[config.mk]
export PLATFORM = sky130hd
export DESIGN_NAME = quoted_string_escape_decoder_top
export DESIGN_NICKNAME = d
export VERILOG_FILES = /design/src/sv/qsed_pkg.sv /design/src/sv/quoted_string_escape_decoder_top.sv /design/src/sv/qsed_decode.sv /design/src/sv/qsed_queue.sv
export SDC_FILE = /design/constraint.sdc
export NUM_CORES = 1
export LEC_CHECK = 0
export BUFFER_PORTS_ARGS = -buffer_cell sky130_fd_sc_hd__buf_4
export CELL_PAD_IN_SITES_DETAIL_PLACEMENT = 1
export CELL_PAD_IN_SITES_GLOBAL_PLACEMENT = 2
export CORE_ASPECT_RATIO = 0.8
export CORE_UTILIZATION = 40
export DETAILED_ROUTE_END_ITERATION = 6
export GPL_ROUTABILITY_DRIVEN = 0
export PLACE_DENSITY = 0.87
export SLEW_MARGIN = 5
export SYNTH_ARGS = -nofsm -noshare
export SYNTH_HDL_FRONTEND = slang
export SYNTH_SLANG_ARGS = --single-unit
export TNS_END_PERCENT = 100
[constraint.sdc]
create_clock -name clk -period 4.2 [get_ports clk]
set_input_delay 0 -clock clk [delete_from_list [all_inputs] [get_ports clk]]
set_output_delay 0 -clock clk [all_outputs]
set_load 0.02 [all_outputs]
[src/sv/qsed_pkg.sv]
// Shared types, codes and helper functions of the quoted string escape decoder.
`timescale 1ns / 1ps
package qsed_pkg;

  // Decoder modes
  localparam logic [2:0] MODE_IDLE = 3'd0;
  localparam logic [2:0] MODE_VERB = 3'd1;
  localparam logic [2:0] MODE_STR  = 3'd2;
  localparam logic [2:0] MODE_ESC  = 3'd3;
  localparam logic [2:0] MODE_OCT  = 3'd4;
  localparam logic [2:0] MODE_HEX  = 3'd5;
  localparam logic [2:0] MODE_UNI  = 3'd6;

  // Result status codes
  localparam logic [2:0] ST_DATA   = 3'd0;
  localparam logic [2:0] ST_END    = 3'd1;
  localparam logic [2:0] ST_UNTERM = 3'd2;
  localparam logic [2:0] ST_BADHEX = 3'd3;
  localparam logic [2:0] ST_BADUNI = 3'd4;
  localparam logic [2:0] ST_BADESC = 3'd5;
  localparam logic [2:0] ST_NOTSTR = 3'd6;

  // Characters
  localparam logic [7:0] CH_NUL   = 8'h00;
  localparam logic [7:0] CH_DQUOT = 8'h22;
  localparam logic [7:0] CH_APOS  = 8'h27;
  localparam logic [7:0] CH_BSL   = 8'h5C;

  // Result queue
  localparam int unsigned QDepth = 4;
  localparam int unsigned QAw    = $clog2(QDepth);

  typedef struct packed {
    logic [7:0] data;
    logic       vld;
    logic [2:0] status;
    logic       last;
  } res_t;

  typedef struct packed {
    logic [2:0]  mode;
    logic [1:0]  cnt;
    logic [15:0] acc;
  } st_t;

  typedef struct packed {
    logic [1:0] n;
    res_t       r0;
    res_t       r1;
  } dec_t;

  // Outcome of an ordinary byte inside an escaped string
  typedef struct packed {
    logic [2:0] mode;
    logic       has;
    res_t       res;
  } sb_t;

  function automatic res_t mk_res(input logic [7:0] data, input logic vld,
                                  input logic [2:0] status);
    res_t r;
    r.data   = data;
    r.vld    = vld;
    r.status = status;
    r.last   = 1'b0;
    return r;
  endfunction

  // {ok, value} of a hex digit
  function automatic logic [4:0] hex_digit(input logic [7:0] c);
    logic [4:0] r;
    r = 5'd0;
    if (c >= "0" && c <= "9") r = {1'b1, 4'(c - "0")};
    else if (c >= "a" && c <= "f") r = {1'b1, 4'(c - "a" + 8'd10)};
    else if (c >= "A" && c <= "F") r = {1'b1, 4'(c - "A" + 8'd10)};
    return r;
  endfunction

  function automatic sb_t string_byte(input logic [7:0] c);
    sb_t s;
    s.mode = MODE_STR;
    s.has  = 1'b1;
    s.res  = mk_res(c, 1'b1, ST_DATA);
    case (c)
      CH_DQUOT: begin
        s.mode = MODE_IDLE;
        s.res  = mk_res(8'd0, 1'b0, ST_END);
      end
      CH_BSL: begin
        s.mode = MODE_ESC;
        s.has  = 1'b0;
        s.res  = mk_res(8'd0, 1'b0, ST_DATA);
      end
      CH_NUL: begin
        s.mode = MODE_IDLE;
        s.res  = mk_res(8'd0, 1'b0, ST_UNTERM);
      end
      default: ;
    endcase
    return s;
  endfunction

endpackage

[src/sv/quoted_string_escape_decoder_top.sv]
// Top level of the quoted string escape decoder.
`timescale 1ns / 1ps
// Decodes C-like string literals one source byte per beat. In idle, an
// apostrophe opens a verbatim string and a double quote opens an escaped
// string; any other byte answers with a not-a-string status. Escapes cover
// a b f n r t (either case), quote, apostrophe, backslash, one to three
// octal digits, \x with two hex digits and \u with four. Each input beat
// produces zero, one or two result beats; out_last marks the final result
// of its input byte. Rate: one input byte per cycle while in_stall is low.
// Each byte passes an input register, one level of decode logic and lands
// in a four-entry result queue. The queue drains one result per cycle while
// out_stall is low: only a \u escape above 0xFF or a byte other than a
// backslash that ends a short octal escape yields two results. Input is
// stalled while a byte waits in the input register and the queue lacks
// room for two results; neither stall depends on the other side's stall
// within the same cycle.
module quoted_string_escape_decoder_top (
  input  logic       clk,
  input  logic       rst_n,
  input  logic       in_valid,
  output logic       in_stall,
  input  logic [7:0] in_byte,
  output logic       out_valid,
  input  logic       out_stall,
  output logic [7:0] out_byte,
  output logic       out_byte_valid,
  output logic [2:0] out_status,
  output logic       out_last
);
  import qsed_pkg::*;

  logic       in_vld_r, in_vld_nxt;
  logic [7:0] in_byte_r;
  st_t        st_r;
  st_t        st_nxt;
  dec_t       dec;
  logic       proc_go;
  logic       in_take;
  logic       q_room2;
  logic       q_not_empty;
  res_t       q_head;
  logic [QAw:0] q_count;

  // Decode the held byte only when the queue can absorb two results.
  assign proc_go    = in_vld_r & q_room2;
  // Hold the input while a byte waits in the input register and the queue lacks room for two results.
  assign in_stall   = in_vld_r & ~q_room2;
  assign in_take    = in_valid & ~in_stall;
  assign in_vld_nxt = in_take | (in_vld_r & ~proc_go);

  always_ff @(posedge clk) begin
    if (!rst_n) begin
      in_vld_r <= 1'b0;
      st_r     <= '{mode: MODE_IDLE, cnt: 2'd0, acc: 16'd0};
    end else begin
      in_vld_r <= in_vld_nxt;
      if (proc_go) st_r <= st_nxt;
    end
  end

  // Payload register: load on every accepted beat.
  always_ff @(posedge clk) begin
    if (in_take) in_byte_r <= in_byte;
  end

  qsed_decode u_decode (
    .c      (in_byte_r),
    .st     (st_r),
    .st_nxt (st_nxt),
    .dec    (dec)
  );

  qsed_queue u_queue (
    .clk       (clk),
    .rst_n     (rst_n),
    .push      (proc_go),
    .dec       (dec),
    .pop       (q_not_empty & ~out_stall),
    .head      (q_head),
    .not_empty (q_not_empty),
    .room2     (q_room2),
    .count     (q_count)
  );

  assign out_valid      = q_not_empty;
  assign out_byte       = q_head.data;
  assign out_byte_valid = q_head.vld;
  assign out_status     = q_head.status;
  assign out_last       = q_head.last;

`ifndef ASSERT_OFF
  // Queue never overfills.
  a_queue_bound: assert property (@(posedge clk) disable iff (!rst_n)
    q_count <= (QAw+1)'(QDepth))
    else $error("result queue overfilled");

  // A byte blocked in the input register stays there unchanged.
  a_input_hold: assert property (@(posedge clk) disable iff (!rst_n)
    in_vld_r && !proc_go |=> in_vld_r && $stable(in_byte_r))
    else $error("held input byte lost or changed");

  // With two results only the second closes the byte.
  a_last_pair: assert property (@(posedge clk) disable iff (!rst_n)
    proc_go && dec.n == 2'd2 |-> !dec.r0.last && dec.r1.last)
    else $error("last flag misplaced on a result pair");

  // Decoder state stays put when no byte is decoded.
  a_state_hold: assert property (@(posedge clk) disable iff (!rst_n)
    !proc_go |=> $stable(st_r))
    else $error("decoder state moved without a byte");
`endif

endmodule

[src/sv/qsed_decode.sv]
// Next-state and result logic for one source byte.
`timescale 1ns / 1ps
module qsed_decode (
  input  logic [7:0]   c,
  input  qsed_pkg::st_t st,
  output qsed_pkg::st_t st_nxt,
  output qsed_pkg::dec_t dec
);
  import qsed_pkg::*;

  logic [7:0]  lc;
  logic [4:0]  hx;
  logic [15:0] acc_hex;
  logic [15:0] acc_oct;
  logic [1:0]  cnt_inc;
  sb_t         sb;

  assign lc      = (c >= "A" && c <= "Z") ? c + 8'd32 : c;
  assign hx      = hex_digit(c);
  assign acc_hex = {st.acc[11:0], hx[3:0]};
  assign acc_oct = {st.acc[12:0], c[2:0]};
  assign cnt_inc = st.cnt + 2'd1;
  assign sb      = string_byte(c);

  always_comb begin
    st_nxt = st;
    dec.n  = 2'd0;
    dec.r0 = mk_res(8'd0, 1'b0, ST_DATA);
    dec.r1 = mk_res(8'd0, 1'b0, ST_DATA);
    case (st.mode)
      MODE_IDLE: begin
        if (c == CH_APOS) st_nxt.mode = MODE_VERB;
        else if (c == CH_DQUOT) st_nxt.mode = MODE_STR;
        else begin
          dec.n  = 2'd1;
          dec.r0 = mk_res(8'd0, 1'b0, ST_NOTSTR);
        end
      end
      MODE_VERB: begin
        dec.n = 2'd1;
        if (c == CH_APOS) begin
          st_nxt.mode = MODE_IDLE;
          dec.r0      = mk_res(8'd0, 1'b0, ST_END);
        end else if (c == CH_NUL) begin
          st_nxt.mode = MODE_IDLE;
          dec.r0      = mk_res(8'd0, 1'b0, ST_UNTERM);
        end else begin
          dec.r0 = mk_res(c, 1'b1, ST_DATA);
        end
      end
      MODE_STR: begin
        st_nxt.mode = sb.mode;
        dec.n       = {1'b0, sb.has};
        dec.r0      = sb.res;
      end
      MODE_ESC: begin
        st_nxt.mode = MODE_STR;
        dec.n       = 2'd1;
        case (lc)
          "a":      dec.r0 = mk_res(8'd7, 1'b1, ST_DATA);
          "b":      dec.r0 = mk_res(8'd8, 1'b1, ST_DATA);
          "f":      dec.r0 = mk_res(8'd12, 1'b1, ST_DATA);
          "n":      dec.r0 = mk_res(8'd10, 1'b1, ST_DATA);
          "r":      dec.r0 = mk_res(8'd13, 1'b1, ST_DATA);
          "t":      dec.r0 = mk_res(8'd9, 1'b1, ST_DATA);
          CH_DQUOT, CH_APOS, CH_BSL: dec.r0 = mk_res(c, 1'b1, ST_DATA);
          "x": begin
            st_nxt = '{mode: MODE_HEX, cnt: 2'd0, acc: 16'd0};
            dec.n  = 2'd0;
          end
          "u": begin
            st_nxt = '{mode: MODE_UNI, cnt: 2'd0, acc: 16'd0};
            dec.n  = 2'd0;
          end
          CH_NUL: begin
            st_nxt.mode = MODE_IDLE;
            dec.r0      = mk_res(8'd0, 1'b0, ST_UNTERM);
          end
          default: begin
            if (c >= "0" && c <= "7") begin
              st_nxt = '{mode: MODE_OCT, cnt: 2'd1, acc: {13'd0, c[2:0]}};
              dec.n  = 2'd0;
            end else begin
              st_nxt.mode = MODE_IDLE;
              dec.r0      = mk_res(8'd0, 1'b0, ST_BADESC);
            end
          end
        endcase
      end
      MODE_OCT: begin
        if (c >= "0" && c <= "7" && st.cnt != 2'd3) begin
          st_nxt.acc = acc_oct;
          st_nxt.cnt = cnt_inc;
          if (cnt_inc == 2'd3) begin
            st_nxt.mode = MODE_STR;
            st_nxt.cnt  = 2'd0;
            dec.n       = 2'd1;
            dec.r0      = mk_res(acc_oct[7:0], 1'b1, ST_DATA);
          end
        end else begin
          // flush the short escape, then treat the byte as string data
          st_nxt.cnt  = 2'd0;
          st_nxt.mode = sb.mode;
          dec.r0      = mk_res(st.acc[7:0], 1'b1, ST_DATA);
          dec.r1      = sb.res;
          dec.n       = sb.has ? 2'd2 : 2'd1;
        end
      end
      MODE_HEX: begin
        dec.n = 2'd1;
        if (!hx[4]) begin
          st_nxt.mode = MODE_IDLE;
          st_nxt.cnt  = 2'd0;
          dec.r0      = mk_res(8'd0, 1'b0, ST_BADHEX);
        end else begin
          st_nxt.acc = acc_hex;
          st_nxt.cnt = cnt_inc;
          if (cnt_inc == 2'd2) begin
            st_nxt.mode = MODE_STR;
            st_nxt.cnt  = 2'd0;
            dec.r0      = mk_res(acc_hex[7:0], 1'b1, ST_DATA);
          end else begin
            dec.n = 2'd0;
          end
        end
      end
      MODE_UNI: begin
        dec.n = 2'd1;
        if (!hx[4]) begin
          st_nxt.mode = MODE_IDLE;
          st_nxt.cnt  = 2'd0;
          dec.r0      = mk_res(8'd0, 1'b0, ST_BADUNI);
        end else begin
          st_nxt.acc = acc_hex;
          if (st.cnt == 2'd3) begin
            st_nxt.mode = MODE_STR;
            st_nxt.cnt  = 2'd0;
            if (acc_hex[15:8] == 8'd0) begin
              dec.r0 = mk_res(acc_hex[7:0], 1'b1, ST_DATA);
            end else begin
              dec.n  = 2'd2;
              dec.r0 = mk_res(acc_hex[15:8], 1'b1, ST_DATA);
              dec.r1 = mk_res(acc_hex[7:0], 1'b1, ST_DATA);
            end
          end else begin
            st_nxt.cnt = cnt_inc;
            dec.n      = 2'd0;
          end
        end
      end
      default: begin
        st_nxt = '{mode: MODE_IDLE, cnt: 2'd0, acc: 16'd0};
        dec.n  = 2'd1;
        dec.r0 = mk_res(8'd0, 1'b0, ST_NOTSTR);
      end
    endcase
    // mark the final result of this byte
    if (dec.n == 2'd1) dec.r0.last = 1'b1;
    if (dec.n == 2'd2) dec.r1.last = 1'b1;
  end

endmodule

[src/sv/qsed_queue.sv]
// Result queue: takes up to two results per cycle, hands out one.
`timescale 1ns / 1ps
module qsed_queue (
  input  logic           clk,
  input  logic           rst_n,
  input  logic           push,
  input  qsed_pkg::dec_t dec,
  input  logic           pop,
  output qsed_pkg::res_t head,
  output logic           not_empty,
  output logic           room2,
  output logic [$clog2(qsed_pkg::QDepth):0] count
);
  import qsed_pkg::*;

  res_t           mem_r [QDepth];
  logic [QAw-1:0] wr_r, wr_nxt;
  logic [QAw-1:0] rd_r, rd_nxt;
  logic [QAw:0]   cnt_r, cnt_nxt;
  logic [1:0]     n_push;
  logic [QAw-1:0] wr_p1;

  assign n_push    = push ? dec.n : 2'd0;
  assign wr_p1     = wr_r + QAw'(1);
  assign head      = mem_r[rd_r];
  assign not_empty = (cnt_r != '0);
  assign room2     = (cnt_r <= (QAw+1)'(QDepth - 2));
  assign count     = cnt_r;

  always_comb begin
    wr_nxt  = wr_r + QAw'(n_push);
    rd_nxt  = pop ? rd_r + QAw'(1) : rd_r;
    cnt_nxt = cnt_r + (QAw+1)'(n_push) - (QAw+1)'(pop);
  end

  always_ff @(posedge clk) begin
    if (!rst_n) begin
      wr_r  <= '0;
      rd_r  <= '0;
      cnt_r <= '0;
    end else begin
      wr_r  <= wr_nxt;
      rd_r  <= rd_nxt;
      cnt_r <= cnt_nxt;
    end
  end

  always_ff @(posedge clk) begin
    if (n_push != 2'd0) mem_r[wr_r] <= dec.r0;
    if (n_push == 2'd2) mem_r[wr_p1] <= dec.r1;
  end

endmodule

==> impl_metrics.py, run 1 <==
metrics = {
    "outcome": {
        "outcome": "complete, no violations",
    },
    "worst_setup_path": {
        "path_class": "flip-flop to flip-flop",
        "cp.required_ps": 4150,
        "critPathArrivalTime_ps": 3860,
        "endpoint_kind": "flip-flop",
        "worstPathMaxFanout": 13,
        "start_kind": "flip-flop",
    },
    "die": {
        "rows": 39,
        "ios": 27,
        "initial_utilization_pct": 41.1,
        "die_area_um2": 15200,
        "die_x_um": 138,
        "core_um2": 14300,
        "die_h_um": 110,
    },
    "sta": {
        "drv_slew": 0,
        "period_share_pct": 93.1,
        "finalSetupTns_ps": 0,
        "worst_slew_pin_slew_ps": 1030,
        "hold_ws_ps": 99.7,
        "setup_viol": 0,
        "relSlewSlack_pct": 30.7,
        "fmax_mhz": 256,
        "fin_crit_ps": 3910,
        "setup_ws_ps": 289,
        "rsz0062_at_grt": "false",
        "hold_viol": 0,
        "finClkSkew_ps": 17.9,
    },
    "drt": {
        "first_pass_iters": 5,
        "drc": 0,
        "avgViaCountPerCell": 6.46,
        "vias": 5283,
        "final_antenna_net_count": 0,
        "drt_iter0_drc": 565,
        "finalWirelength_mm": 19.6,
        "wl_per_cell_um": 24.0,
    },
    "logic_synthesis": {
        "netlist_top_cells_area": "edfxtp_1 (29%), dfxtp_1 (11%), mux4_2 (5.0%), ha_1 (3.4%), nand2_1 (3.3%)",
        "synthArstFlopShare_pct": 0,
        "syn_avg_cell_area_um2": 9.68,
        "yosys_warnings": 0,
        "ys_seq_area_share_pct": 39.2,
        "netlist_area_um2": 5880,
        "synth_nets": 636,
        "synth_enable_flop_cells": 56,
        "ys_seq_elements": 87,
        "yosys.area.top_type": "edfxtp_1",
        "netlist.area_leader.share_pct": 28.6,
        "synth_ff_type": "edfxtp_1",
        "yosysUniqueCellTypes": 83,
        "synth_cells": 607,
    },
    "grt": {
        "grt_pass1_vias": 5267,
        "grt_max_degree": 23,
        "grt_pass1_wl_mm": 31.2,
        "grt_util_all_layers_pct": 27.1,
        "antenna_found_initial": 0,
        "grt-ovfl-total": 0,
    },
    "placement": {
        "port_buffers": 26,
        "dp.final_hpwl_mm": 14.6,
        "pre_cts_ws_ps": 354,
    },
    "cts": {
        "cts.sinks": 87,
        "clk_pin_slew_ps": 80,
        "postCtsSetupBuffers": 0,
        "clk_path_buf_depth": 2,
        "htreeDepth": 3,
        "cts_root_buf": "clkbuf_16",
        "cts_tree": "built",
        "insertion_delay_ps": 360,
        "numCtsBuffers": 9,
    },
    "final_layout": {
        "drive_above_1_share_pct": 18.1,
        "multiInputGateArea_um2": 3280,
        "seqCellArea_um2": 2300,
        "diodes": 0,
        "nFillCells": 1614,
        "num-nets-final": 658,
        "syn_to_final_growth_pct": 13.9,
    },
    "min_path": {
        "hold_path.class": "input pin to flip-flop",
    },
    "pwr": {
        "p_leak_nw": 2.17,
        "ir_drop_uv": 310,
        "power_density_nw_per_um2": 403,
    },
    "job": {
        "drv_cap": 0,
    },
}
## cell type report
class | count | area share (%)
timing repair buffer | 59 | 6.99
tap | 184 | 3.44
sequential | 87 | 34.4
clock inverter | 6 | 1.76
inverter | 17 | 0.954
clock buffer | 10 | 3.42
multi-input combinational | 455 | 49.0
## layer usage
| layer | up-vias | share of wire, % | track usage (%) |
|---|---|---|---|
| met3 | 19 | 6.1 | 4.04 |
| met1 | 2677 | 45 | 39.1 |
| met5 | - | 0 | 0 |
| li1 | 2398 | - | - |
| met4 | 0 | 1.1 | 5.93 |
| met2 | 189 | 48 | 42.2 |
## state kept, by name (all words and copies together), names as in the netlist, named ones only
signal,cells
in_byte_r,8
in_vld_r,1
st_r,17
u_queue.count,3
u_queue.mem_r,52
u_queue.rd_r,2
u_queue.wr_r,2
## where the power goes
| part | internal (mW) | leakage [nW] | total [mW] | switching (mW) |
|---|---|---|---|---|
| Clock | 0.589 | 0.165 | 0.954 | 0.365 |
| Sequential | 0.989 | 0.729 | 1.08 | 0.0915 |
| Combinational | 0.308 | 1.28 | 0.661 | 0.352 |
## cells by family (layout without fill, tap and decap cells)
family / after synthesis / after routing / share of synthesized area (%)
mux: 19 / 19 / 6.03
buf+inv: 65 / 92 / 4.98
fa+ha+maj: 17 / 17 / 3.75
compound gates: 214 / 214 / 27.8
simple gates: 200 / 200 / 17.5
flops: 87 / 87 / 39.2
xor+xnor: 5 / 5 / 0.745
## timing repair
action                                  CTS  global route
hold buffers                             10             0
endpoints found under the setup margin    0             0
endpoints found under the hold margin    13             0
gates resized for setup                   0             0
## final timing paths
| path | startpoint | endpoint | slack [ps] | depth (start not counted) |
|---|---|---|---|---|
| setup reg to reg | in_byte_r[0] | u_queue.mem_r[1][12] | 290 | 11 |
| hold reg to reg | u_queue.mem_r[2][3] | u_queue.mem_r[2][3] | 540 | 1 |
| setup / recovery | in_byte_r[0] | u_queue.mem_r[1][12] | 290 | 11 |
| hold / removal | out_stall | flip-flop | 100 | 4 |
## stage by stage
| stage | utilization, % | std cells | power, mW | area (um2) |
|---|---|---|---|---|
| 3_3_place_gp | 43.7 | 792 | 1.73 | 6240 |
| 3_5_place_dp | 43.7 | 792 | 1.76 | 6240 |
| 2_1_floorplan | - | 607 | 1.52 | 5880 |
| 6_report | 46.8 | 818 | 2.70 | 6690 |
| 4_1_cts | 46.8 | 818 | 2.72 | 6690 |
| 5_1_grt | 46.8 | 818 | 2.82 | 6690 |
## cell usage after synthesis (all sizes together), types with 4 or more instances
library cell  instances
a221oi                4
edfxtp               56
dfxtp                31
o211ai                5
xnor2                 4
nor2b                15
or2                   6
ha                   16
nand2                52
mux2i                 5
a221o                 6
a21oi                44
clkbuf               24
mux4                 13
o22ai                34
or3                   8
nor2                 49
o21ai                27
nand4                 4
nor3                 17
a211oi               14
buf                  24
a22o                 19
a21o                  6
a22oi                 7
inv                  17
nand2b                4
o221a                 6
and3                  7
nand3                15
and2                  6
## critical path: stages (launching register included)
cell	delay [ps]
edfxtp_1	480
inv_1	200
ha_1	220
or4b_4	520
o32a_1	380
a31oi_1	210
a21o_1	180
a21oi_1	110
nor4b_4	390
buf_4	270
a21o_1	170
nand2_1	370
## placed cells by master (no fill, tap or decap), types with 4 or more instances in the layout
cell type and instances:
a211oi_1 14, a21o_1 6, a21oi_1 37, a21oi_2 7
a221o_1 6, a22o_1 19, a22oi_1 7, and2_1 6
and3_1 7, buf_4 49, clkbuf_16 9, dfxtp_1 31
dlygate4sd3_1 10, edfxtp_1 56, ha_1 16, inv_1 16
mux2i_1 5, mux4_2 13, nand2_1 52, nand2b_1 4
nand3_1 15, nand4_1 4, nor2_1 49, nor2b_1 15
nor3_1 15, o211ai_1 4, o21ai_0 23, o21ai_1 4
o221a_1 5, o22ai_1 27, o22ai_2 7, or2_2 5
or3_1 8, xnor2_1 4
No activity file was read; power rests on OpenSTA's default activity.
==> inputs of run 2 (changes only) <==
ABC_AREA = 1   (was default)
CORE_ASPECT_RATIO = 1.4   (was 0.8)
CORE_UTILIZATION = 37   (was 40)
PLACE_DENSITY = 0.88   (was 0.87)
==> impl_metrics.py, run 2 <==
metrics = {
    "outcome": {
        "outcome": "complete, no violations",
    },
    "sta": {
        "fmax_mhz": 264,
        "hold_viol": 0,
        "rsz0062_at_grt": "false",
        "relSlewSlack_pct": 44.6,
        "worst_slew_pin_slew_ps": 829,
        "drv_slew": 0,
        "period_share_pct": 90.0,
        "setup_viol": 0,
        "finClkSkew_ps": 9.63,
        "fin_crit_ps": 3780,
        "finalSetupTns_ps": 0,
    },
    "job": {
        "drv_cap": 0,
    },
    "drt": {
        "wl_per_cell_um": 19.8,
        "vias": 5806,
        "drt_iter0_drc": 488,
        "drc": 0,
        "first_pass_iters": 5,
        "avgViaCountPerCell": 5.77,
        "finalWirelength_mm": 20.0,
        "final_antenna_net_count": 0,
    },
    "cts": {
        "numCtsBuffers": 9,
        "clk_pin_slew_ps": 70,
        "insertion_delay_ps": 340,
        "cts.sinks": 87,
        "htreeDepth": 3,
        "cts_tree": "built",
        "postCtsSetupBuffers": 0,
        "clk_path_buf_depth": 2,
        "cts_root_buf": "clkbuf_16",
    },
    "die": {
        "ios": 27,
        "core_um2": 15100,
        "die_h_um": 150,
        "rows": 53,
        "die_x_um": 108,
        "die_area_um2": 16100,
        "initial_utilization_pct": 38.1,
    },
    "grt": {
        "grt_max_degree": 28,
        "grt_pass1_vias": 6084,
        "grt_pass1_wl_mm": 32.5,
        "antenna_found_initial": 0,
        "grt-ovfl-total": 0,
        "grt_util_all_layers_pct": 26.4,
    },
    "placement": {
        "dp.final_hpwl_mm": 15.8,
        "port_buffers": 26,
    },
    "worst_setup_path": {
        "endpoint_kind": "flip-flop",
        "start_kind": "flip-flop",
        "rr_startpoint": "in_byte_r[5]",
        "critPathArrivalTime_ps": 3790,
        "cp-startpoint": "in_byte_r[5]",
        "cp.required_ps": 4200,
        "path_class": "flip-flop to flip-flop",
        "worstPathMaxFanout": 12,
    },
    "final_layout": {
        "syn_to_final_growth_pct": 13.7,
        "nFillCells": 1884,
        "layout_commonest_cell": "nand2_1",
        "diodes": 0,
        "top_register": "u_queue.mem_r",
        "num-nets-final": 839,
        "drive_above_1_share_pct": 11.7,
        "final_util_pct": 43.4,
        "largest_register_ffs": 52,
        "largest_registers": "u_queue.mem_r (52), st_r (17), in_byte_r (8)",
        "most-common-layout-cells": "nand2_1 (118), nor2_1 (114), inv_1 (89)",
    },
    "logic_synthesis": {
        "netlist.area_leader.share_pct": 29.2,
        "ys_top_cells_by_count": "nand2_1 (119), nor2_1 (114), inv_1 (89)",
        "yosys_warnings": 0,
        "synth_cells": 777,
        "ys_seq_area_share_pct": 39.9,
        "yosys.area.top_type": "edfxtp_1",
        "synth_nets": 806,
        "netlist_top_cells_area": "edfxtp_1 (29%), dfxtp_1 (11%), nand2_1 (7.7%), nor2_1 (7.4%), o21ai_0 (6.9%)",
        "synth_enable_flop_cells": 56,
        "syn_avg_cell_area_um2": 7.42,
        "synthArstFlopShare_pct": 0,
        "synth_ff_type": "edfxtp_1",
        "ys_seq_elements": 87,
        "yosysMostFrequentCell": "nand2_1",
        "netlist_area_um2": 5770,
        "yosysUniqueCellTypes": 50,
    },
    "pwr": {
        "ir_drop_uv": 175,
        "power_density_nw_per_um2": 376,
        "p_leak_nw": 2.66,
    },
    "min_path": {
        "min-delay-start": "rst_n",
        "hold_path.class": "input pin to flip-flop",
    },
}
run 2: cells by family after synthesis:
| logic type | count (synthesis) | synth area share [%] |
|---|---|---|
| xor+xnor | 4 | 0.607 |
| buf+inv | 126 | 8.92 |
| fa+ha+maj | 17 | 3.82 |
| simple gates | 319 | 24.3 |
| compound gates | 224 | 22.5 |
| flops | 87 | 39.9 |
run 2: worst paths after layout:
| check | endpoint | cells after the start | slack [ps] |
|---|---|---|---|
| setup reg to reg | u_queue.mem_r[0][2] | 16 | 420 |
| setup / recovery | u_queue.mem_r[0][2] | 16 | 420 |
| hold / removal | u_queue.count[0] | 3 | 10 |
| hold reg to reg | u_queue.rd_r[1] | 2 | 470 |
run 2: repair_timing:
item	4_1_cts	5_1_grt
hold buffers	10	0
hold endpoints to repair	10	0
setup endpoints to repair	0	12
resized for setup	0	1
run 2: through the flow:
step	setup WS [ps]	area [um2]	std cells	total power [mW]	hold WS, ps
3_3_place_gp	379	6170	981	1.66	178
6_report	419	6560	1007	2.47	12.3
5_1_grt	151	6560	1007	2.59	21.9
3_5_place_dp	266	6170	981	1.69	179
2_1_floorplan	1230	5770	777	1.47	98.9
4_1_cts	242	6560	1007	2.49	4.56
run 2: final cells by class:
| cell class | count | area, um2 | share of cell area [%] |
|---|---|---|---|
| Sequential cell | 87 | 2300 | 35.1 |
| Inverter | 96 | 360 | 5.49 |
| Tap cell | 192 | 240 | 3.66 |
| Multi-Input combinational cell | 564 | 2950 | 45.0 |
| Timing Repair Buffer | 52 | 415 | 6.33 |
| Clock buffer | 9 | 225 | 3.43 |
| Clock inverter | 7 | 61.3 | 0.935 |
run 2: where the power goes:
part	internal (mW)	leakage [nW]	switching [mW]	total, mW
registers	0.977	0.819	0.0726	1.05
clock network	0.417	0.143	0.377	0.793
logic	0.224	1.70	0.403	0.627
run 2: metal layers:
| metal | GRT usage [%] | wire [um] | vias up | share of wire (%) |
|---|---|---|---|---|
| met5 | 0 | 0 | - | 0 |
| met4 | 11.6 | 737 | 0 | 3.7 |
| met3 | 3.22 | 603 | 61 | 3.0 |
| met2 | 50.7 | 10900 | 192 | 54 |
| met1 | 28.3 | 7770 | 2803 | 39 |
| li1 | - | - | 2750 | - |
run 2: worst max-delay path, stage by stage (launching register included):
cell and delay [ps]:
edfxtp_1 550, inv_2 210, ha_1 170, inv_1 40
nor2_1 140, nor2_1 60, o31ai_1 60, nand3_1 140
nand2_1 150, nand2_1 110, nor2_1 240, nand2_1 110
nand2_1 80, nand2_1 140, nor2_1 530, inv_1 340
nand2_2 380
==> inputs of run 3 (changes only) <==
PLACE_DENSITY = default   (was 0.88)
PLACE_DENSITY_LB_ADDON = 0.1   (was default)
TNS_END_PERCENT = default   (was 100)
==> impl_metrics.py, run 3 (synthesis gave the netlist of run 2 again) <==
metrics = {
    "pwr": {
        "swShare_pct": 33.6,
        "ir_drop_uv": 176,
        "switchingPower_mw": 0.831,
        "p_comb_share_pct": 25.4,
        "p_clk_share_pct": 32.1,
        "seq_power_share_pct": 42.4,
        "p_leak_nw": 2.65,
        "power_density_nw_per_um2": 377,
        "p_int_mw": 1.64,
    },
    "final_layout": {
        "diodes": 0,
        "most-common-layout-cells": "nand2_1 (116), nor2_1 (114), inv_1 (89)",
        "num-nets-final": 838,
        "largest_registers": "u_queue.mem_r (52), st_r (17), in_byte_r (8)",
        "layout_commonest_cell": "nand2_1",
        "drive_above_1_share_pct": 11.8,
        "syn_to_final_growth_pct": 13.8,
        "largest_register_ffs": 52,
        "top_register": "u_queue.mem_r",
        "nFillCells": 1889,
    },
    "worst_setup_path": {
        "start_kind": "flip-flop",
        "path_cells": "inv_1, ha_1, inv_1, nand3_1, nand2_1, nand2_2, nand2_2, nand2_1, nand2_1, nand2_1, nor2_2, o41ai_1, nand3_2, nand2_1, nand3_2, nand2_2, nand2_2, nand2_2, nand2_1",
        "critPathMaxStageDelay_ps": 500,
        "cp_common_cell": "nand2_1",
        "rr_startpoint": "in_byte_r[1]",
        "critPathArrivalTime_ps": 3670,
        "worstPathMaxFanout": 19,
        "r2r_end": "u_queue.mem_r[1][4]",
        "cp-startpoint": "in_byte_r[1]",
        "r2r_cells": 19,
        "critPathSlowestCell": "edfxtp_1",
        "path_class": "flip-flop to flip-flop",
        "cp.required_ps": 4180,
        "endpoint_kind": "flip-flop",
        "r2r_slack_ps": 510,
    },
    "sta": {
        "setup_viol": 0,
        "hold_ws_ps": 8.36,
        "fmax_mhz": 271,
        "finalSetupTns_ps": 0,
        "fin_crit_ps": 3690,
        "relSlewSlack_pct": 33.3,
        "period_share_pct": 87.9,
        "finClkSkew_ps": 9.55,
        "rsz0062_at_grt": "false",
        "hold_viol": 0,
        "drv_slew": 0,
        "worst_slew_pin_slew_ps": 998,
    },
    "die": {
        "core_um2": 15100,
        "die_x_um": 108,
        "die_h_um": 150,
        "initial_utilization_pct": 38.1,
        "rows": 53,
        "ios": 27,
        "die_area_um2": 16100,
    },
    "drt": {
        "drc": 0,
        "drt_iter0_drc": 373,
        "vias": 5756,
        "final_antenna_net_count": 0,
        "finalWirelength_mm": 20.1,
        "wl_per_cell_um": 20.0,
        "avgViaCountPerCell": 5.72,
        "first_pass_iters": 5,
    },
    "grt": {
        "grt-ovfl-total": 0,
        "antenna_found_initial": 0,
        "grt_util_all_layers_pct": 26.3,
        "grt_max_degree": 28,
        "grt_pass1_vias": 6043,
        "grt_pass1_wl_mm": 32.1,
    },
    "min_path": {
        "min-delay-start": "rst_n",
        "hold_depth": 3,
        "hold_end": "u_queue.count[0]",
        "hold_path.class": "input pin to flip-flop",
    },
    "cts": {
        "clk_pin_slew_ps": 70,
        "htreeDepth": 3,
        "cts_tree": "built",
        "clk_path_buf_depth": 2,
        "cts.sinks": 87,
        "insertion_delay_ps": 340,
        "numCtsBuffers": 9,
        "cts_root_buf": "clkbuf_16",
        "postCtsSetupBuffers": 0,
    },
    "placement": {
        "dp.final_hpwl_mm": 16.2,
        "port_buffers": 26,
    },
    "job": {
        "drv_cap": 0,
    },
    "outcome": {
        "outcome": "complete, no violations",
    },
}
## run 3: cell types whose count changed in the layout (fill, tap and decap cells not counted), moves of 2 or more
cell        previous run  this run
inv_6                  4         2
nand2_2               12        14
nand2_1              118       116
clkinvlp_4             0         2
inv_8                  2         0
## run 3: power by group through the flow
stage / sequential, mW / clock (mW) / combinational (mW)
finish: 1.05 / 0.795 / 0.629
global route: 1.06 / 0.846 / 0.697
CTS: 1.05 / 0.810 / 0.635
detailed placement: 1.07 / 0 / 0.625
global placement: 1.07 / 0 / 0.607
floorplan: 1.02 / 0 / 0.446
## run 3: worst max-delay path by stage
stage | endpoint | slack (ps) | cells past startpoint
floorplan | u_queue.count[2] | 1230 | 22
global placement | u_queue.mem_r[0][1] | 460 | 18
detailed placement | u_queue.mem_r[0][10] | 370 | 18
CTS | u_queue.mem_r[0][4] | 340 | 18
global route | u_queue.mem_r[1][0] | 100 | 19
finish | u_queue.mem_r[1][4] | 510 | 19
## run 3: critical path: cells and delay by family (launching register included)
kind            cells  cell delay (ps)
simple gates       15             2140
flops               1              500
buf+inv             2              320
fa+ha+maj           1              230
compound gates      1              120
## run 3: repair_timing
action | in CTS | in global routing
hold endpoints to repair | 11 | 0
resized for setup | 0 | 3
setup endpoints to repair | 0 | 31
hold buffers | 10 | 0
## run 3: metal layers
metal / global-route usage [%] / vias to the layer above / wire (um)
li1: - / 2743 / -
met1: 28.9 / 2809 / 7810
met2: 49.2 / 149 / 10900
met3: 2.70 / 55 / 606
met4: 13.2 / 0 / 864
met5: 0 / - / 0
## run 3: cell type report
| type | count | area, um2 | area share, % |
|---|---|---|---|
| clock buffers | 11 | 254 | 3.87 |
| clock inverters | 5 | 38.8 | 0.591 |
| inverters | 96 | 360 | 5.49 |
| multi-input cells | 564 | 2960 | 45.1 |
| flip-flops and latches | 87 | 2300 | 35.1 |
| well taps | 192 | 240 | 3.66 |
| repair buffers | 51 | 408 | 6.22 |
## run 3: through the flow
step / power, mW / worst slack, ps / instances / area [um2] / utilization (%)
after detailed placement: 1.70 / 366 / 980 / 6160 / 40.8
after CTS: 2.50 / 342 / 1006 / 6560 / 43.4
after global routing: 2.61 / 97.3 / 1006 / 6560 / 43.4
after floorplan: 1.47 / 1230 / 777 / 5770 / -
after global placement: 1.67 / 457 / 980 / 6160 / 40.8
final: 2.47 / 507 / 1006 / 6560 / 43.4
